===== config.mk =====
export PLATFORM = sky130hd
export DESIGN_NAME = async_hdlc_byte_stuffing
export DESIGN_NICKNAME = d
export VERILOG_FILES = /design/src/sv/ahbs_pkg.sv /design/src/sv/ahbs_front.sv /design/src/sv/ahbs_queue.sv /design/src/sv/ahbs_back.sv /design/src/sv/async_hdlc_byte_stuffing.sv
export SDC_FILE = /design/constraint.sdc
export NUM_CORES = 1
export LEC_CHECK = 0
export ABC_AREA = 1
export BUFFER_PORTS_ARGS = -buffer_cell sky130_fd_sc_hd__clkbuf_2
export CAP_MARGIN = 20
export CORE_UTILIZATION = 45
export DETAILED_ROUTE_END_ITERATION = 7
export PLACE_DENSITY = 0.66
export SETUP_SLACK_MARGIN = 0.02
export SLEW_MARGIN = 15
export SYNTH_ARGS = -nofsm -noshare
export SYNTH_HDL_FRONTEND = slang
export SYNTH_HIERARCHICAL = 1
export SYNTH_SLANG_ARGS = --single-unit

===== constraint.sdc =====
create_clock -name clk -period 7.1 [get_ports clk]
set_input_delay 0.71 -clock clk [delete_from_list [all_inputs] [get_ports clk]]
set_output_delay 0.71 -clock clk [all_outputs]
set_load 0.02 [all_outputs]

===== src/sv/ahbs_pkg.sv =====
`timescale 1ns / 1ps

package ahbs_pkg;

    // Framing bytes
    localparam logic [7:0] FLAG_BYTE = 8'h7E;
    localparam logic [7:0] ESC_BYTE  = 8'h7D;
    localparam logic [7:0] ESC_XOR   = 8'h20;

    // At most four results come out of one input item
    localparam int unsigned MAX_RESULTS = 4;
    localparam int unsigned SLOT_W      = $clog2(MAX_RESULTS);
    localparam int unsigned COUNT_W     = $clog2(MAX_RESULTS + 1);

    // Direction register values
    localparam logic DIR_ENCODE = 1'b0;
    localparam logic DIR_DECODE = 1'b1;

    // Register byte addresses
    localparam int unsigned     ADDR_W   = 3;
    localparam logic [ADDR_W-1:0] ADDR_DIRECTION = 3'd0;

    // One classified input item: the ordered results it produces
    typedef struct packed {
        logic [MAX_RESULTS-1:0][7:0] bytes;
        logic [MAX_RESULTS-1:0]      valid;
        logic [MAX_RESULTS-1:0]      last;
        logic [COUNT_W-1:0]          count;
    } ahbs_burst_t;

    // Bytes sent escaped in encode
    function automatic logic needs_escape(input logic [7:0] b);
        return (b inside {[8'h00:8'h1F], ESC_BYTE, FLAG_BYTE});
    endfunction

    // Bytes that complete an escape in decode
    function automatic logic escape_partner(input logic [7:0] b);
        return (b inside {8'h5D, 8'h5E, [8'h20:8'h3F]});
    endfunction

endpackage


===== src/sv/ahbs_front.sv =====
`timescale 1ns / 1ps

module ahbs_front
(
    input  logic                clk,
    input  logic                rst_n,
    input  logic                direction,
    input  logic                accept,
    input  logic [7:0]          data_byte,
    input  logic                frame_end,
    output logic                push,
    output ahbs_pkg::ahbs_burst_t burst
);
    import ahbs_pkg::*;

    logic        inside_frame_reg;
    logic        inside_frame_next;
    logic        escape_pending_reg;
    logic        escape_pending_next;
    ahbs_burst_t burst_c;

    // Add one result at the next free slot
    function automatic ahbs_burst_t append(input ahbs_burst_t cur, input logic [7:0] val,
                                           input logic vld, input logic lst);
        ahbs_burst_t r;
        r = cur;
        r.bytes[cur.count[SLOT_W-1:0]] = val;
        r.valid[cur.count[SLOT_W-1:0]] = vld;
        r.last[cur.count[SLOT_W-1:0]]  = lst;
        r.count = cur.count + COUNT_W'(1);
        return r;
    endfunction

    // Classify the item and build its list of results
    always_comb
    begin
        logic handled;
        handled             = 1'b0;
        burst_c             = '0;
        inside_frame_next   = inside_frame_reg;
        escape_pending_next = escape_pending_reg;
        if (direction == DIR_ENCODE)
        begin
            if (!inside_frame_reg)
            begin
                burst_c           = append(burst_c, FLAG_BYTE, 1'b1, 1'b0);
                inside_frame_next = 1'b1;
            end
            if (needs_escape(data_byte))
            begin
                burst_c = append(burst_c, ESC_BYTE, 1'b1, 1'b0);
                burst_c = append(burst_c, data_byte ^ ESC_XOR, 1'b1, 1'b0);
            end
            else
            begin
                burst_c = append(burst_c, data_byte, 1'b1, 1'b0);
            end
            if (frame_end)
            begin
                burst_c           = append(burst_c, FLAG_BYTE, 1'b1, 1'b1);
                inside_frame_next = 1'b0;
            end
        end
        else
        begin
            if (escape_pending_reg)
            begin
                escape_pending_next = 1'b0;
                if (escape_partner(data_byte))
                begin
                    burst_c = append(burst_c, data_byte ^ ESC_XOR, 1'b1, 1'b0);
                    handled = 1'b1;
                end
                else
                begin
                    // bad partner: literal escape out, byte taken afresh
                    burst_c = append(burst_c, ESC_BYTE, 1'b1, 1'b0);
                end
            end
            if (!handled)
            begin
                if (data_byte == ESC_BYTE)
                    escape_pending_next = 1'b1;
                else if (data_byte != FLAG_BYTE)
                    burst_c = append(burst_c, data_byte, 1'b1, 1'b0);
            end
            if (frame_end)
            begin
                if (escape_pending_next)
                begin
                    burst_c             = append(burst_c, ESC_BYTE, 1'b1, 1'b0);
                    escape_pending_next = 1'b0;
                end
                burst_c = append(burst_c, 8'h00, 1'b0, 1'b1);
            end
        end
    end

    assign push  = accept && (burst_c.count != '0);
    assign burst = burst_c;

    // Frame and escape state
    always_ff @(posedge clk or negedge rst_n)
    begin
        if (!rst_n)
        begin
            inside_frame_reg   <= 1'b0;
            escape_pending_reg <= 1'b0;
        end
        else if (accept)
        begin
            inside_frame_reg   <= inside_frame_next;
            escape_pending_reg <= escape_pending_next;
        end
    end

    // A closing flag always ends the open frame
    a_enc_end_closes: assert property (@(posedge clk) disable iff (!rst_n)
        (accept && direction == DIR_ENCODE && frame_end) |=> !inside_frame_reg)
        else $error("encode frame still open after frame end");

    // No escape survives the end of a decoded frame
    a_dec_end_flushes: assert property (@(posedge clk) disable iff (!rst_n)
        (accept && direction == DIR_DECODE && frame_end) |=> !escape_pending_reg)
        else $error("escape pending after frame end");

    // Encode always produces at least one byte
    a_enc_pushes: assert property (@(posedge clk) disable iff (!rst_n)
        (accept && direction == DIR_ENCODE) |-> push)
        else $error("encode item produced no result");

endmodule


===== src/sv/ahbs_queue.sv =====
`timescale 1ns / 1ps

module ahbs_queue
#(
    parameter int unsigned DEPTH = 2
)
(
    input  logic                  clk,
    input  logic                  rst_n,
    input  logic                  push,
    input  ahbs_pkg::ahbs_burst_t push_data,
    input  logic                  pop,
    output logic                  full,
    output logic                  head_valid,
    output ahbs_pkg::ahbs_burst_t head
);
    import ahbs_pkg::*;

    localparam int unsigned PTR_W = (DEPTH > 1) ? $clog2(DEPTH) : 1;
    localparam int unsigned CNT_W = $clog2(DEPTH + 1);
    localparam logic [PTR_W-1:0] LAST_PTR = PTR_W'(DEPTH - 1);

    ahbs_burst_t       entry_reg [DEPTH];
    logic [PTR_W-1:0]  wr_ptr_reg;
    logic [PTR_W-1:0]  wr_ptr_next;
    logic [PTR_W-1:0]  rd_ptr_reg;
    logic [PTR_W-1:0]  rd_ptr_next;
    logic [CNT_W-1:0]  count_reg;
    logic [CNT_W-1:0]  count_next;
    logic              do_push;
    logic              do_pop;

    assign full       = (count_reg == CNT_W'(DEPTH));
    assign head_valid = (count_reg != '0);
    assign head       = entry_reg[rd_ptr_reg];
    assign do_push    = push && !full;
    assign do_pop     = pop && head_valid;

    // Pointer and fill bookkeeping
    always_comb
    begin
        wr_ptr_next = wr_ptr_reg;
        rd_ptr_next = rd_ptr_reg;
        count_next  = count_reg;
        if (do_push)
            wr_ptr_next = (wr_ptr_reg == LAST_PTR) ? '0 : wr_ptr_reg + PTR_W'(1);
        if (do_pop)
            rd_ptr_next = (rd_ptr_reg == LAST_PTR) ? '0 : rd_ptr_reg + PTR_W'(1);
        if (do_push && !do_pop)
            count_next = count_reg + CNT_W'(1);
        else if (do_pop && !do_push)
            count_next = count_reg - CNT_W'(1);
    end

    always_ff @(posedge clk or negedge rst_n)
    begin
        if (!rst_n)
        begin
            wr_ptr_reg <= '0;
            rd_ptr_reg <= '0;
            count_reg  <= '0;
        end
        else
        begin
            wr_ptr_reg <= wr_ptr_next;
            rd_ptr_reg <= rd_ptr_next;
            count_reg  <= count_next;
        end
    end

    // Entry storage
    always_ff @(posedge clk)
    begin
        if (do_push)
            entry_reg[wr_ptr_reg] <= push_data;
    end

    a_no_overflow: assert property (@(posedge clk) disable iff (!rst_n)
        push |-> !full)
        else $error("push into full queue");

    a_count_range: assert property (@(posedge clk) disable iff (!rst_n)
        count_reg <= CNT_W'(DEPTH))
        else $error("queue count out of range");

    a_empty_ptrs: assert property (@(posedge clk) disable iff (!rst_n)
        (count_reg == '0) |-> (wr_ptr_reg == rd_ptr_reg))
        else $error("empty queue with pointers apart");

endmodule


===== src/sv/ahbs_back.sv =====
`timescale 1ns / 1ps

module ahbs_back
(
    input  logic                  clk,
    input  logic                  rst_n,
    input  logic                  head_valid,
    input  ahbs_pkg::ahbs_burst_t head,
    output logic                  pop,
    output logic                  res_valid,
    input  logic                  res_ready,
    output logic [7:0]            out_byte,
    output logic                  out_valid,
    output logic                  frame_last,
    output logic                  run_last
);
    import ahbs_pkg::*;

    logic [SLOT_W-1:0] slot_reg;
    logic [SLOT_W-1:0] slot_next;
    logic              xfer;
    logic              at_end;

    // Present the current slot of the head burst
    assign res_valid  = head_valid;
    assign out_byte   = head.bytes[slot_reg];
    assign out_valid  = head.valid[slot_reg];
    assign frame_last = head.last[slot_reg];
    assign at_end     = ({1'b0, slot_reg} == (head.count - COUNT_W'(1)));
    assign run_last   = at_end;

    assign xfer = res_valid && res_ready;
    assign pop  = xfer && at_end;

    // Walk the slots, back to the first on pop
    always_comb
    begin
        slot_next = slot_reg;
        if (pop)
            slot_next = '0;
        else if (xfer)
            slot_next = slot_reg + SLOT_W'(1);
    end

    always_ff @(posedge clk or negedge rst_n)
    begin
        if (!rst_n)
            slot_reg <= '0;
        else
            slot_reg <= slot_next;
    end

    a_slot_in_burst: assert property (@(posedge clk) disable iff (!rst_n)
        head_valid |-> ({1'b0, slot_reg} < head.count))
        else $error("slot beyond burst length");

    a_idle_slot_zero: assert property (@(posedge clk) disable iff (!rst_n)
        !head_valid |-> (slot_reg == '0))
        else $error("slot not reset while queue empty");

    a_burst_nonempty: assert property (@(posedge clk) disable iff (!rst_n)
        head_valid |-> (head.count != '0))
        else $error("empty burst in queue");

endmodule


===== src/sv/async_hdlc_byte_stuffing.sv =====
`timescale 1ns / 1ps

// Byte-stuffing framer/deframer for asynchronous HDLC-style links. The direction
// register (byte address 0, bit 0) picks encode (0: opening/closing 0x7E flags,
// control bytes and 0x7D/0x7E escaped) or decode (1: flags dropped, escapes undone,
// an end marker with out_valid low at each frame end). Each input transfer yields
// zero to four result transfers; run_last marks the last one of an item. The front
// classifies one item per cycle into a queue of QUEUE_DEPTH entries; the back sends
// one result per cycle while res_ready is high. An item that yields one result
// therefore sustains one item per cycle; one with more results holds the output for
// each of them, and input stalls only once the queue is full.
// State is kept across direction changes; write the register only while idle.

module async_hdlc_byte_stuffing
#(
    parameter int unsigned QUEUE_DEPTH = 2
)
(
    input  logic                          clk,
    input  logic                          rst_n,
    // APB configuration port
    input  logic                          psel,
    input  logic                          penable,
    input  logic                          pwrite,
    input  logic [ahbs_pkg::ADDR_W-1:0]   paddr,
    input  logic [31:0]                   pwdata,
    output logic [31:0]                   prdata,
    output logic                          pready,
    // input channel
    input  logic                          in_valid,
    output logic                          in_ready,
    input  logic [7:0]                    data_byte,
    input  logic                          frame_end,
    // result channel
    output logic                          res_valid,
    input  logic                          res_ready,
    output logic [7:0]                    out_byte,
    output logic                          out_valid,
    output logic                          frame_last,
    output logic                          run_last
);
    import ahbs_pkg::*;

    logic        direction_reg;
    logic        cfg_write;
    logic        in_xfer;
    logic        push;
    logic        pop;
    logic        q_full;
    logic        head_valid;
    ahbs_burst_t burst;
    ahbs_burst_t head;

    // Register port; low address bits ignored
    assign pready    = 1'b1;
    assign cfg_write = psel && penable && pwrite &&
                       (paddr[ADDR_W-1] == ADDR_DIRECTION[ADDR_W-1]);
    assign prdata    = (paddr[ADDR_W-1] == ADDR_DIRECTION[ADDR_W-1]) ?
                       {31'd0, direction_reg} : 32'd0;

    always_ff @(posedge clk or negedge rst_n)
    begin
        if (!rst_n)
            direction_reg <= DIR_ENCODE;
        else if (cfg_write)
            direction_reg <= pwdata[0];
    end

    assign in_ready = !q_full;
    assign in_xfer  = in_valid && in_ready;

    ahbs_front u_front
    (
        .clk       (clk),
        .rst_n     (rst_n),
        .direction (direction_reg),
        .accept    (in_xfer),
        .data_byte (data_byte),
        .frame_end (frame_end),
        .push      (push),
        .burst     (burst)
    );

    ahbs_queue #(.DEPTH(QUEUE_DEPTH)) u_queue
    (
        .clk        (clk),
        .rst_n      (rst_n),
        .push       (push),
        .push_data  (burst),
        .pop        (pop),
        .full       (q_full),
        .head_valid (head_valid),
        .head       (head)
    );

    ahbs_back u_back
    (
        .clk        (clk),
        .rst_n      (rst_n),
        .head_valid (head_valid),
        .head       (head),
        .pop        (pop),
        .res_valid  (res_valid),
        .res_ready  (res_ready),
        .out_byte   (out_byte),
        .out_valid  (out_valid),
        .frame_last (frame_last),
        .run_last   (run_last)
    );

endmodule

# After elaboration in Yosys (flattened, before gate mapping)
# Memories as Yosys holds them, arrays and structs flattened.
# Cells that the tools add are included.
# W data, S select, Z words.
# word_totals
inputBits	51
regBits	9
ramBits	86
mem_count	1
word_cells	172
output_inout_bits	46
# memory_table
memory	depth	word_bits	read_ports	rd_ports_with_merged_regs	write_ports	line	text
u_queue.entry_reg	2	43	1	0	1	ahbs_queue.sv:23	ahbs_burst_t entry_reg [DEPTH];
# op_classes
n_addsub	12
n_bitwise	31
n_reduce_logical	30
eq_ne	7
mux	67
n_lt_le_gt_ge	17
# ops
op	count
$mux W43	15
$bwmux W32	3
$demux W8 S2	6
$or A24 B24 Y24	3
$mux W8	7
$and A32 B32 Y32	1
$eq A8 B7 Y1 const B	4
$not A32 Y32	1
$or A4 B4 Y4	7
$and A8 B8 Y8	3
$not A8 Y8	3
$lt A2 B3 Y1 const B	7
$mux W1	21
$and A4 B4 Y4	5
$not A4 Y4	5
$logic_and A1 B1 Y1	19
$mux W19	1
$add A3 B1 Y3 const B	6
$mux W18	1
$bmux W8 S2	1
$demux W1 S2	6
$ge A2 B1 Y1 const B	6
$reduce_bool A3 Y1	3
$ge A8 B1 Y1 const B	1
16 further kinds	29

# Depth between registers and ports, before layout
# Gate-level depths: netlist (run 1).
# logic_depth
depth_word	40
depth_mapped	29

# By module
# Netlist (run 1), hierarchy kept.
# modules_own_cells
module	seq_area_each_um2	cells_each	area_per_inst_um2	n_inst
ahbs_queue	2682.6	256	3435.8	1
ahbs_front	50.0	254	1410.1	1
ahbs_back	50.0	89	459.2	1
async_hdlc_byte_stuffing	25.0	48	325.3	1

# Worst setup path before layout (run 1)
# Ideal clock, no wire load.
# synth_path
path_kind	input port to flip-flop
start	input data_byte[6]
end	memory u_queue/entry_reg[1][0] (netlist name) (enable)
setup_slack_ns	1.674
setup_time_ns	0.443
arrival_time_ns	4.982
cell_stages	20
path_cell_list	clkbuf_2 nand4_4 nor2_1 ha_1 o21ai_2 nand2_2 ha_1 nand2_1 nand2_1 inv_1 ha_1 inv_1 ha_1 o21ai_0 inv_1 nand3_1 nor2_1 nor2_1 o21ai_0 nor2_1
# synth_lines
item	line	text
start: declaration	async_hdlc_byte_stuffing.sv:32	input logic [7:0] data_byte,
end: declaration	ahbs_queue.sv:23	

==> impl_results.md, run 1 <==
* Outcome: finished, final reports clean
* DPL Wire Length at 7.886 mm
* First-pass GRT wire length at 18.38 mm
* Final period util at 69.39%
* Crit path to: u_queue/entry_reg[0][12]$_DFFE_PP_
* # rows at 40
* Die area at 12960 sq um
* Max reg flops at 86
* Leakage at 2.706 nW
* Clk buf depth at 2
* Worst path arrival time at 4.93 ns
* DR vias/cell at 4.844
* # DRC at 0
* Max-cap violations at 0
* Critical path class: in2reg
* Remaining antenna violation count after routing at 0
* Final setup vio count at 0
* Most common cell after layout, fill and taps aside: nand2_1
* Slew margin rel. at 44.01%
* Hold-fix buffers, CTS at 0
* Crit-path max FO at 25
* Seq/Total Area, Yosys at 49.87%
* Final Power at 2.238 mW
* Ys Warns at 6
* Synth top area share at 45.87%
* CP Launch Type: input port
* Reg-to-reg endpoint: u_queue/entry_reg[0][12]$_DFFE_PP_
* Wire length per cell at 13.43 um
* I/O Buffers at 31
* Post-CTS Setup Bufs at 0
* Routed WL at 11.19 mm
* GR Overflow Total at 0
* Worst Tran Pin Value at 0.8343 ns
* CTS Sinks at 95
* Top cells by area, synth: edfxtp_1 46%, nand2_1 13%, buf_4 6.0%
* Initial drt markers at 291
* GPL Wtd Cong at 0.8881
* Worst-Skew Late Latency at 0.34 ns
* Number of global-route vias before repair at 3749
* Clock Tree Root: clkbuf_16
* Highest Clock Rate at 203.0 MHz
* Layout cells sized above 1 at 13.23%
* Flops & latches, synth at 95
* GRT Total Usage at 18.19%
* Req. time, crit path at 7.10 ns
* Final core occ at 49.37%
* Slew Limit Fails at 0
* Clk slew on worst S/H paths at 0.07 ns
* Post-Syn Instances at 647
* Ports at 97
* Area grow syn2layout at 6.200%
* Placed cells at 817
* DR vias at 4035
* Period minus WS final at 4.926 ns
* Top cell type by total area after synthesis: edfxtp_1
* Fin. Hold Viols at 0
* Post-CTS sizing at 0
* Clock Skews at 0.009383 ns
* Power per cell area at 374.2 nW/um^2
* Pin count of the biggest net entering global routing at 46
* Post-Syn Area at 5630 sq um
* Avg Inst Size Synth at 8.702 sq um
* Starting Density at 46.49%
* Setup TNS at 0 ns
* First-pass iteration count of the detailed router at 5
* Chip width at 113.9 um
* Path depth of the worst reg2reg path at 21
* R2R Setup Slk at 2.27 ns
* Core area at 12110 sq um
* Crit end category: flip-flop
* Synth unique cells at 40
* Nets at 727
* RSZ-0062 raised after global routing: false
* Crit path launch: data_byte[7]
* CTS Buf Count at 9
* Asr flop ratio synth at 9.474%
* Final non-filler cell total at 833
* Most frequent cells in the layout: 199 x nand2_1, 86 x edfxtp_1, 59 x inv_1
* ANT cells at 0
* Htree depth at 3
* Initial antenna violation count at 0
* Worst Hold Class: in2async
* Critical R2R Launch: u_front/escape_pending_reg$_DFFE_PN0P_
* CTS tree: built
* Height of the die at 113.9 um
* Post-synth EDFFs at 86
* Ys flop type: edfxtp_1
* Worst IR Drop VDD at 0.1374 mV
## cells by family (layout without fill, tap and decap cells)
group | count (synthesis) | after routing | share of synthesized area [%]
other | 3 | 35 | 0.2000
AO/OA/AOI/OAI | 90 | 90 | 8.956
XOR/XNOR | 2 | 2 | 0.3112
AND/OR/NAND/NOR | 311 | 311 | 24.11
buffers and inverters | 130 | 116 | 13.00
flip-flops | 95 | 95 | 49.87
adder cells (fa/ha/maj) | 16 | 16 | 3.556
## layer usage
metal | share of wire [%] | up-vias | track usage (%)
li1 | - | 2077 | -
met1 | 48 | 1847 | 25.31
met2 | 47 | 104 | 29.39
met3 | 3.6 | 7 | 2.285
met4 | 1.1 | 0 | 6.494
met5 | 0 | - | 0
## synthesized netlist by cell type (all sizes together) (3+ instances only)
master  count
dfrtp       9
a22o        4
nor4        4
edfxtp     86
o21ai      54
nand3      24
ha         16
nor3        3
clkbuf      5
a21oi      12
nand2     220
nand4       8
conb        3
buf        60
inv        65
o22ai      11
nor2       52
## per-stage QoR
step                      hold slack (ns)  setup slack [ns]  area, sq um
after CTS                          0.2230             2.130         5979
final                              0.2222             2.174         5979
after floorplan                    0.4144             1.674         5751
after global routing               0.2361             1.781         5979
after global placement             0.4533             1.949         5673
after detailed placement           0.4737             1.788         5673
## power by group
part	switching (mW)	total (mW)	leakage (nW)	internal (mW)
Clock	0.203	0.480	0.147	0.277
Combinational	0.639	0.899	1.65	0.260
Sequential	0.0618	0.858	0.908	0.796
## critical path: stages
cell	delay, ns
clkbuf_2	0.13
inv_1	0.15
nand4_4	0.14
nor2_1	0.18
ha_1	0.28
o21ai_2	0.15
nand2_2	0.09
ha_1	0.30
nand2_1	0.07
nand2_1	0.09
inv_1	0.09
ha_1	0.18
inv_1	0.07
ha_1	0.27
o21ai_0	0.28
inv_1	0.12
nand3_1	0.10
nor2_1	0.04
nor2_1	0.13
inv_1	0.09
nor2_4	0.13
nand2_2	0.06
inv_1	0.60
buf_4	0.46
## how the worst min path moves through the flow
stage,from,to,depth (start not counted)
after global placement,u_queue/count_reg[1]$_DFFE_PN0P_,u_queue/count_reg[1]$_DFFE_PN0P_,2
after detailed placement,u_queue/count_reg[1]$_DFFE_PN0P_,u_queue/count_reg[1]$_DFFE_PN0P_,2
after global routing,rst_n,u_queue/count_reg[0]$_DFFE_PN0P_,1
after CTS,rst_n,u_queue/count_reg[0]$_DFFE_PN0P_,1
final,rst_n,u_queue/count_reg[0]$_DFFE_PN0P_,1
after floorplan,rst_n,direction_reg$_DFFE_PN0P_,0
## area by class of cell
cell class	count	area, sq um
multi-input cells	454	2218
well taps	168	210.2
inverters	65	251.5
repair buffers	35	185.2
clock inverters	7	81.33
fillers	1172	6132
clock buffers	9	225.2
flip-flops and latches	95	2808
Power figures use the tool's default switching activity.
==> run 2: changes to the inputs <==
Clock period 7.1 ns to 4.7 ns, I/O delays scaled along.
==> impl_results.md, run 2 (synthesis results as in run 1) <==
* Clock Tree Root: clkbuf_16
* Sw Ratio at 40.22%
* CTS tree: built
* Fin Hold WS at 0.3576 ns
* Slew Limit Fails at 0
* Htree depth at 3
* Layout cells sized above 1 at 13.19%
* Wire length per cell at 13.74 um
* Fin. Hold Viols at 0
* Worst path arrival time at 4.08 ns
* # DRC at 0
* CP max-delay cell: dfrtp_1
* Clk buf depth at 2
* # rows at 40
* Remaining antenna violation count after routing at 0
* Sequential share of power at 38.5%
* Number of global-route vias before repair at 3694
* CP Launch Type: flip-flop
* Max-cap violations at 0
* Req. time, crit path at 4.72 ns
* Outcome: finished, final reports clean
* Initial antenna violation count at 0
* Post-CTS Setup Bufs at 0
* Clock Skews at 0.008736 ns
* Die area at 12960 sq um
* Starting Density at 46.49%
* Pin count of the biggest net entering global routing at 45
* First-pass GRT wire length at 18.64 mm
* Power per cell area at 563.4 nW/um^2
* P_sw at 1.363 mW
* DPL Wire Length at 7.886 mm
* GR Overflow Total at 0
* GRT Total Usage at 18.71%
* Fill cells at 1161
* I/O Buffers at 31
* Worst-Skew Late Latency at 0.33 ns
* CTS Sinks at 95
* CP top delay family: adder cells
* Crit-path max FO at 39
* Max reg flops at 86
* CTS Buf Count at 9
* Nets at 729
* GPL Wtd Cong at 0.8986
* First-pass iteration count of the detailed router at 5
* Height of the die at 113.9 um
* RSZ-0062 raised after global routing: false
* Worst Hold Class: in2reg
* Worst Tran Pin Value at 0.8894 ns
* Chip width at 113.9 um
* Critical path class: reg2reg
* Max incr delay on CP at 0.57 ns
* Final setup vio count at 0
* CP cell instances: inv_1 -> ha_1 -> o21ai_2 -> nand2_2 -> ha_1 -> nand2_1 -> nand2_1 -> inv_1 -> ha_1 -> inv_1 -> ha_1 -> o21ai_0 -> inv_1 -> nand3_1 -> nor2_1 -> nor2_1 -> o21ai_0 -> nor2_4 -> buf_12
* Power share of the combinational group at 40.6%
* Leakage at 2.719 nW
* Routed WL at 11.48 mm
* Ports at 97
* Slew margin rel. at 39.93%
* DR vias at 4063
* ANT cells at 0
* Power Internal at 2.025 mW
* Clock share of power at 20.9%
* Total placed instance area at 5705 sq um
* DR vias/cell at 4.866
* Final instance area at 6013 sq um
* Area grow syn2layout at 6.800%
* Clk slew on worst S/H paths at 0.07 ns
* Most common cell after layout, fill and taps aside: nand2_1
* Crit end category: flip-flop
* Highest Clock Rate at 246.4 MHz
* Period minus WS final at 4.058 ns
* Core area at 12110 sq um
* Buffers & Inverters on Critical Path at 5
* Initial drt markers at 305
* Final period util at 86.35%
* Setup TNS at 0 ns
* Worst IR Drop VDD at 0.1808 mV
* Most frequent cells in the layout: 199 x nand2_1, 86 x edfxtp_1, 59 x inv_1
==> run 2: final timing paths <==
check | depth (start not counted) | to | startpoint | slack [ns]
min in group asynchronous | 2 | u_queue/rd_ptr_reg$_DFFE_PN0P_ | rst_n | 0.53
max in group asynchronous | 2 | u_back/slot_reg[1]$_DFFE_PN0P_ | rst_n | 3.96
max | 19 | u_queue/entry_reg[1][23]$_DFFE_PP_ | u_front/escape_pending_reg$_DFFE_PN0P_ | 0.64
min | 3 | direction_reg$_DFFE_PN0P_ | pwdata[0] | 0.36
min reg2reg | 2 | u_queue/count_reg[1]$_DFFE_PN0P_ | u_queue/count_reg[1]$_DFFE_PN0P_ | 0.48
max reg2reg | 19 | u_queue/entry_reg[1][23]$_DFFE_PP_ | u_front/escape_pending_reg$_DFFE_PN0P_ | 0.64
==> run 2: worst register-to-register path: stages (launching register included) <==
cell and delay, ns:
dfrtp_1 0.57, inv_1 0.23, ha_1 0.36, o21ai_2 0.15
nand2_2 0.08, ha_1 0.30, nand2_1 0.07, nand2_1 0.10
inv_1 0.11, ha_1 0.16, inv_1 0.05, ha_1 0.26
o21ai_0 0.27, inv_1 0.10, nand3_1 0.10, nor2_1 0.04
nor2_1 0.11, o21ai_0 0.18, nor2_4 0.21, buf_12 0.26
==> run 2: final cells by class <==
type	count	area, sq um	area share, %
multi-input cells	454	2218	36.89
well taps	168	210.2	3.496
flip-flops and latches	95	2808	46.69
repair buffers	37	227.7	3.787
clock inverters	6	68.82	1.144
clock buffers	10	229.0	3.808
inverters	65	251.5	4.182
==> run 2: metal layers <==
layer  part of all wire (%)  global-route usage [%]  vias to the layer above  wire (um)
met4                    1.1                   6.494                        0        131
li1                       -                       -                     2084          -
met2                     47                   29.39                      108       5438
met5                      0                       0                        -          0
met3                    4.1                   2.922                       11        474
met1                     47                   26.44                     1860       5430
==> run 2: metrics by stage <==
stage | instances | utilization (%) | setup slack, ns | power [mW]
after floorplan | 679 | - | 0.2146 | 2.396
after global placement | 818 | 47.11 | 0.4890 | 2.676
after detailed placement | 818 | 47.11 | 0.4020 | 2.702
after CTS | 835 | 49.65 | 0.6268 | 3.414
after global routing | 835 | 49.65 | 0.2824 | 3.620
final | 835 | 49.65 | 0.6416 | 3.388
==> run 2: power by group through the flow <==
stage | Clock [mW] | Combinational (mW) | Sequential, mW
final | 0.709 | 1.37 | 1.30
after global routing | 0.756 | 1.54 | 1.33
after CTS | 0.726 | 1.38 | 1.31
after detailed placement | 0 | 1.38 | 1.32
after global placement | 0 | 1.36 | 1.32
after floorplan | 0 | 1.11 | 1.28
==> run 2: what timing repair did <==
action	in CTS	in global routing
endpoints found under the hold margin	9	0
resized for setup	0	0
hold buffers	1	0
==> run 3: changes to the inputs <==
Settings changed: ABC_AREA 1 to unset.
==> impl_results.md, run 3 <==
* Fin. Hold Viols at 0
* Final instance area at 6028 sq um
* Post-Synth Simple-Gate Area at 10.08%
* Total placed instance area at 5722 sq um
* Post-Syn Area at 5623 sq um
* Max-cap violations at 0
* Slew Limit Fails at 0
* Number of global-route vias before repair at 3084
* Nets at 519
* Largest family of logic cells by synthesized area: multiplexers
* GR Overflow Total at 0
* Power per cell area at 577.3 nW/um^2
* Avg Inst Size Synth at 13.08 sq um
* Layout cells sized above 1 at 28.23%
* Clk buf depth at 2
* Most common cell after layout, fill and taps aside: edfxtp_1
* Clock Skews at 0.009817 ns
* Worst IR Drop VDD at 0.2133 mV
* ANT cells at 0
* Synth Area in XOR/XNOR at 1.535%
* Synth top area share at 45.93%
* Ys flop type: edfxtp_1
* Pin count of the biggest net entering global routing at 44
* CP Launch Type: input port
* Req. time, crit path at 4.74 ns
* Crit-path max FO at 20
* Die area at 12950 sq um
* Placed cells at 608
* Worst-Skew Late Latency at 0.34 ns
* Asr flop ratio synth at 9.474%
* Final setup vio count at 0
* Initial drt markers at 204
* Htree depth at 3
* Post-synth EDFFs at 86
* Wire length per cell at 16.16 um
* CTS tree: built
* Crit end category: flip-flop
* Top cells by area, synth: edfxtp_1 46%, mux2_4 10%, buf_4 5.6%
* Initial antenna violation count at 0
* First-pass GRT wire length at 16.11 mm
* Post-CTS Setup Bufs at 0
* Setup TNS at 0 ns
* Post-synthesis mux area share at 15.75%
* Chip width at 113.8 um
* Final Power at 3.480 mW
* Max reg flops at 86
* CTS Buf Count at 9
* DR vias at 3211
* GPL Wtd Cong at 0.8952
* Worst path arrival time at 3.96 ns
* Synth unique cells at 73
* Clk slew on worst S/H paths at 0.06 ns
* Post-synthesis adder-cell area fraction at 3.761%
* Leakage at 2.429 nW
* Fill cells at 1064
* Critical path class: in2reg
* Clock Tree Root: clkbuf_16
* Slew margin rel. at 43.35%
* Final period util at 83.42%
* Period minus WS final at 3.921 ns
* Top-count cell post-synth: edfxtp_1
* Core area at 12110 sq um
* Outcome: finished, final reports clean
* First-pass iteration count of the detailed router at 4
* CTS Sinks at 95
* GRT Total Usage at 16.53%
* Routed WL at 10.10 mm
* Area grow syn2layout at 7.210%
* Top post-synthesis cells by count: 86 x edfxtp_1, 42 x buf_4, 39 x mux2_4
* Ys Warns at 6
* Top cell type by total area after synthesis: edfxtp_1
* Flops & latches, synth at 95
* Height of the die at 113.8 um
* Seq/Total Area, Yosys at 49.93%
* DPL Wire Length at 7.198 mm
* RSZ-0062 raised after global routing: false
* DR vias/cell at 5.138
* Worst Tran Pin Value at 0.8497 ns
* Ports at 97
* Worst Hold Class: in2reg
* # rows at 40
* Synth Area in Compound Gates at 8.611%
* Most frequent cells in the layout: 86 x edfxtp_1, 39 x mux2_4, 35 x conb_1
* # DRC at 0
* I/O Buffers at 31
* Post-Syn Instances at 430
* Starting Density at 46.43%
* Highest Clock Rate at 255.1 MHz
* Final non-filler cell total at 625
* Remaining antenna violation count after routing at 0
[run 3: changes by cell type after synthesis, sizes merged, moves of 7 or more]
cell / before / now
nand3: 24 / 6
nor2: 52 / 26
inv: 65 / 20
mux2: 0 / 45
o21ai: 54 / 10
o22ai: 11 / 4
nand2: 220 / 31
a21o: 0 / 14
mux4: 0 / 10
[run 3: cells by family after synthesis]
logic type / after synthesis
compound gates: 67
other cells: 3
simple gates: 103
flops: 95
xor+xnor: 9
fa+ha+maj: 17
buf+inv: 81
mux: 55
[run 3: path summary, 6_finish.rpt]
check / slack, ns / end / depth (start not counted) / from
hold reg to reg: 0.50 / u_queue/count_reg[1]$_DFFE_PN0P_ / 1 / u_queue/count_reg[1]$_DFFE_PN0P_
setup reg to reg: 0.97 / u_queue/entry_reg[1][24]$_DFFE_PP_ / 18 / u_front/escape_pending_reg$_DFFE_PN0P_
setup / recovery: 0.78 / u_queue/entry_reg[1][24]$_DFFE_PP_ / 21 / data_byte[3]
hold / removal: 0.35 / direction_reg$_DFFE_PN0P_ / 2 / pwdata[0]
max in group asynchronous: 3.94 / u_queue/rd_ptr_reg$_DFFE_PN0P_ / 2 / rst_n
min in group asynchronous: 0.53 / u_front/escape_pending_reg$_DFFE_PN0P_ / 2 / rst_n
[run 3: repair_timing]
action                    in CTS  in global routing
hold buffers                   1                  0
hold endpoints to repair       9                  0
resized for setup              0                  0
[run 3: power breakdown]
group | internal (mW) | leakage, nW | switching [mW]
combinational | 0.676 | 1.39 | 0.709
sequential | 1.21 | 0.902 | 0.178
clock | 0.413 | 0.140 | 0.296
total | 2.30 | 2.43 | 1.18
[run 3: layer usage]
layer | wire length (um) | up-vias | part of all wire, % | global-route usage, %
met5 | 0 | - | 0 | 0
met4 | 110 | 0 | 1.1 | 7.013
met3 | 354 | 6 | 3.5 | 3.082
met2 | 5058 | 78 | 50 | 27.40
met1 | 4573 | 1579 | 45 | 21.36
li1 | - | 1548 | - | -
[run 3: stage by stage]
step / utilization, % / hold WS [ns] / setup slack (ns)
floorplan: - / 0.1744 / 0.09904
global placement: 47.24 / 0.3464 / 0.4231
detailed placement: 47.24 / 0.3481 / 0.4280
CTS: 49.77 / 0.3435 / 0.7787
global route: 49.77 / 0.3559 / 0.4231
finish: 49.77 / 0.3494 / 0.7793
[run 3: layout make-up]
| class | count | area, sq um | area share, % |
|---|---|---|---|
| clock inverters | 7 | 71.32 | 1.183 |
| well taps | 168 | 210.2 | 3.487 |
| repair buffers | 40 | 262.8 | 4.359 |
| inverters | 20 | 75.07 | 1.245 |
| multi-input cells | 286 | 2375 | 39.39 |
| clock buffers | 9 | 225.2 | 3.736 |
| flip-flops and latches | 95 | 2809 | 46.60 |
[run 3: worst max-delay path, stage by stage]
cell      delay [ns]
clkbuf_2        0.14
and4_4          0.30
nand4_1         0.13
inv_1           0.08
ha_1            0.24
o21ai_0         0.19
nand2_1         0.11
ha_1            0.31
nor2_1          0.10
nor2_1          0.08
inv_1           0.09
ha_1            0.21
inv_1           0.06
ha_1            0.26
nand2_1         0.09
nor2_1          0.04
nor2_1          0.09
a31oi_1         0.05
a31oi_1         0.27
and3_2          0.42
buf_12          0.21
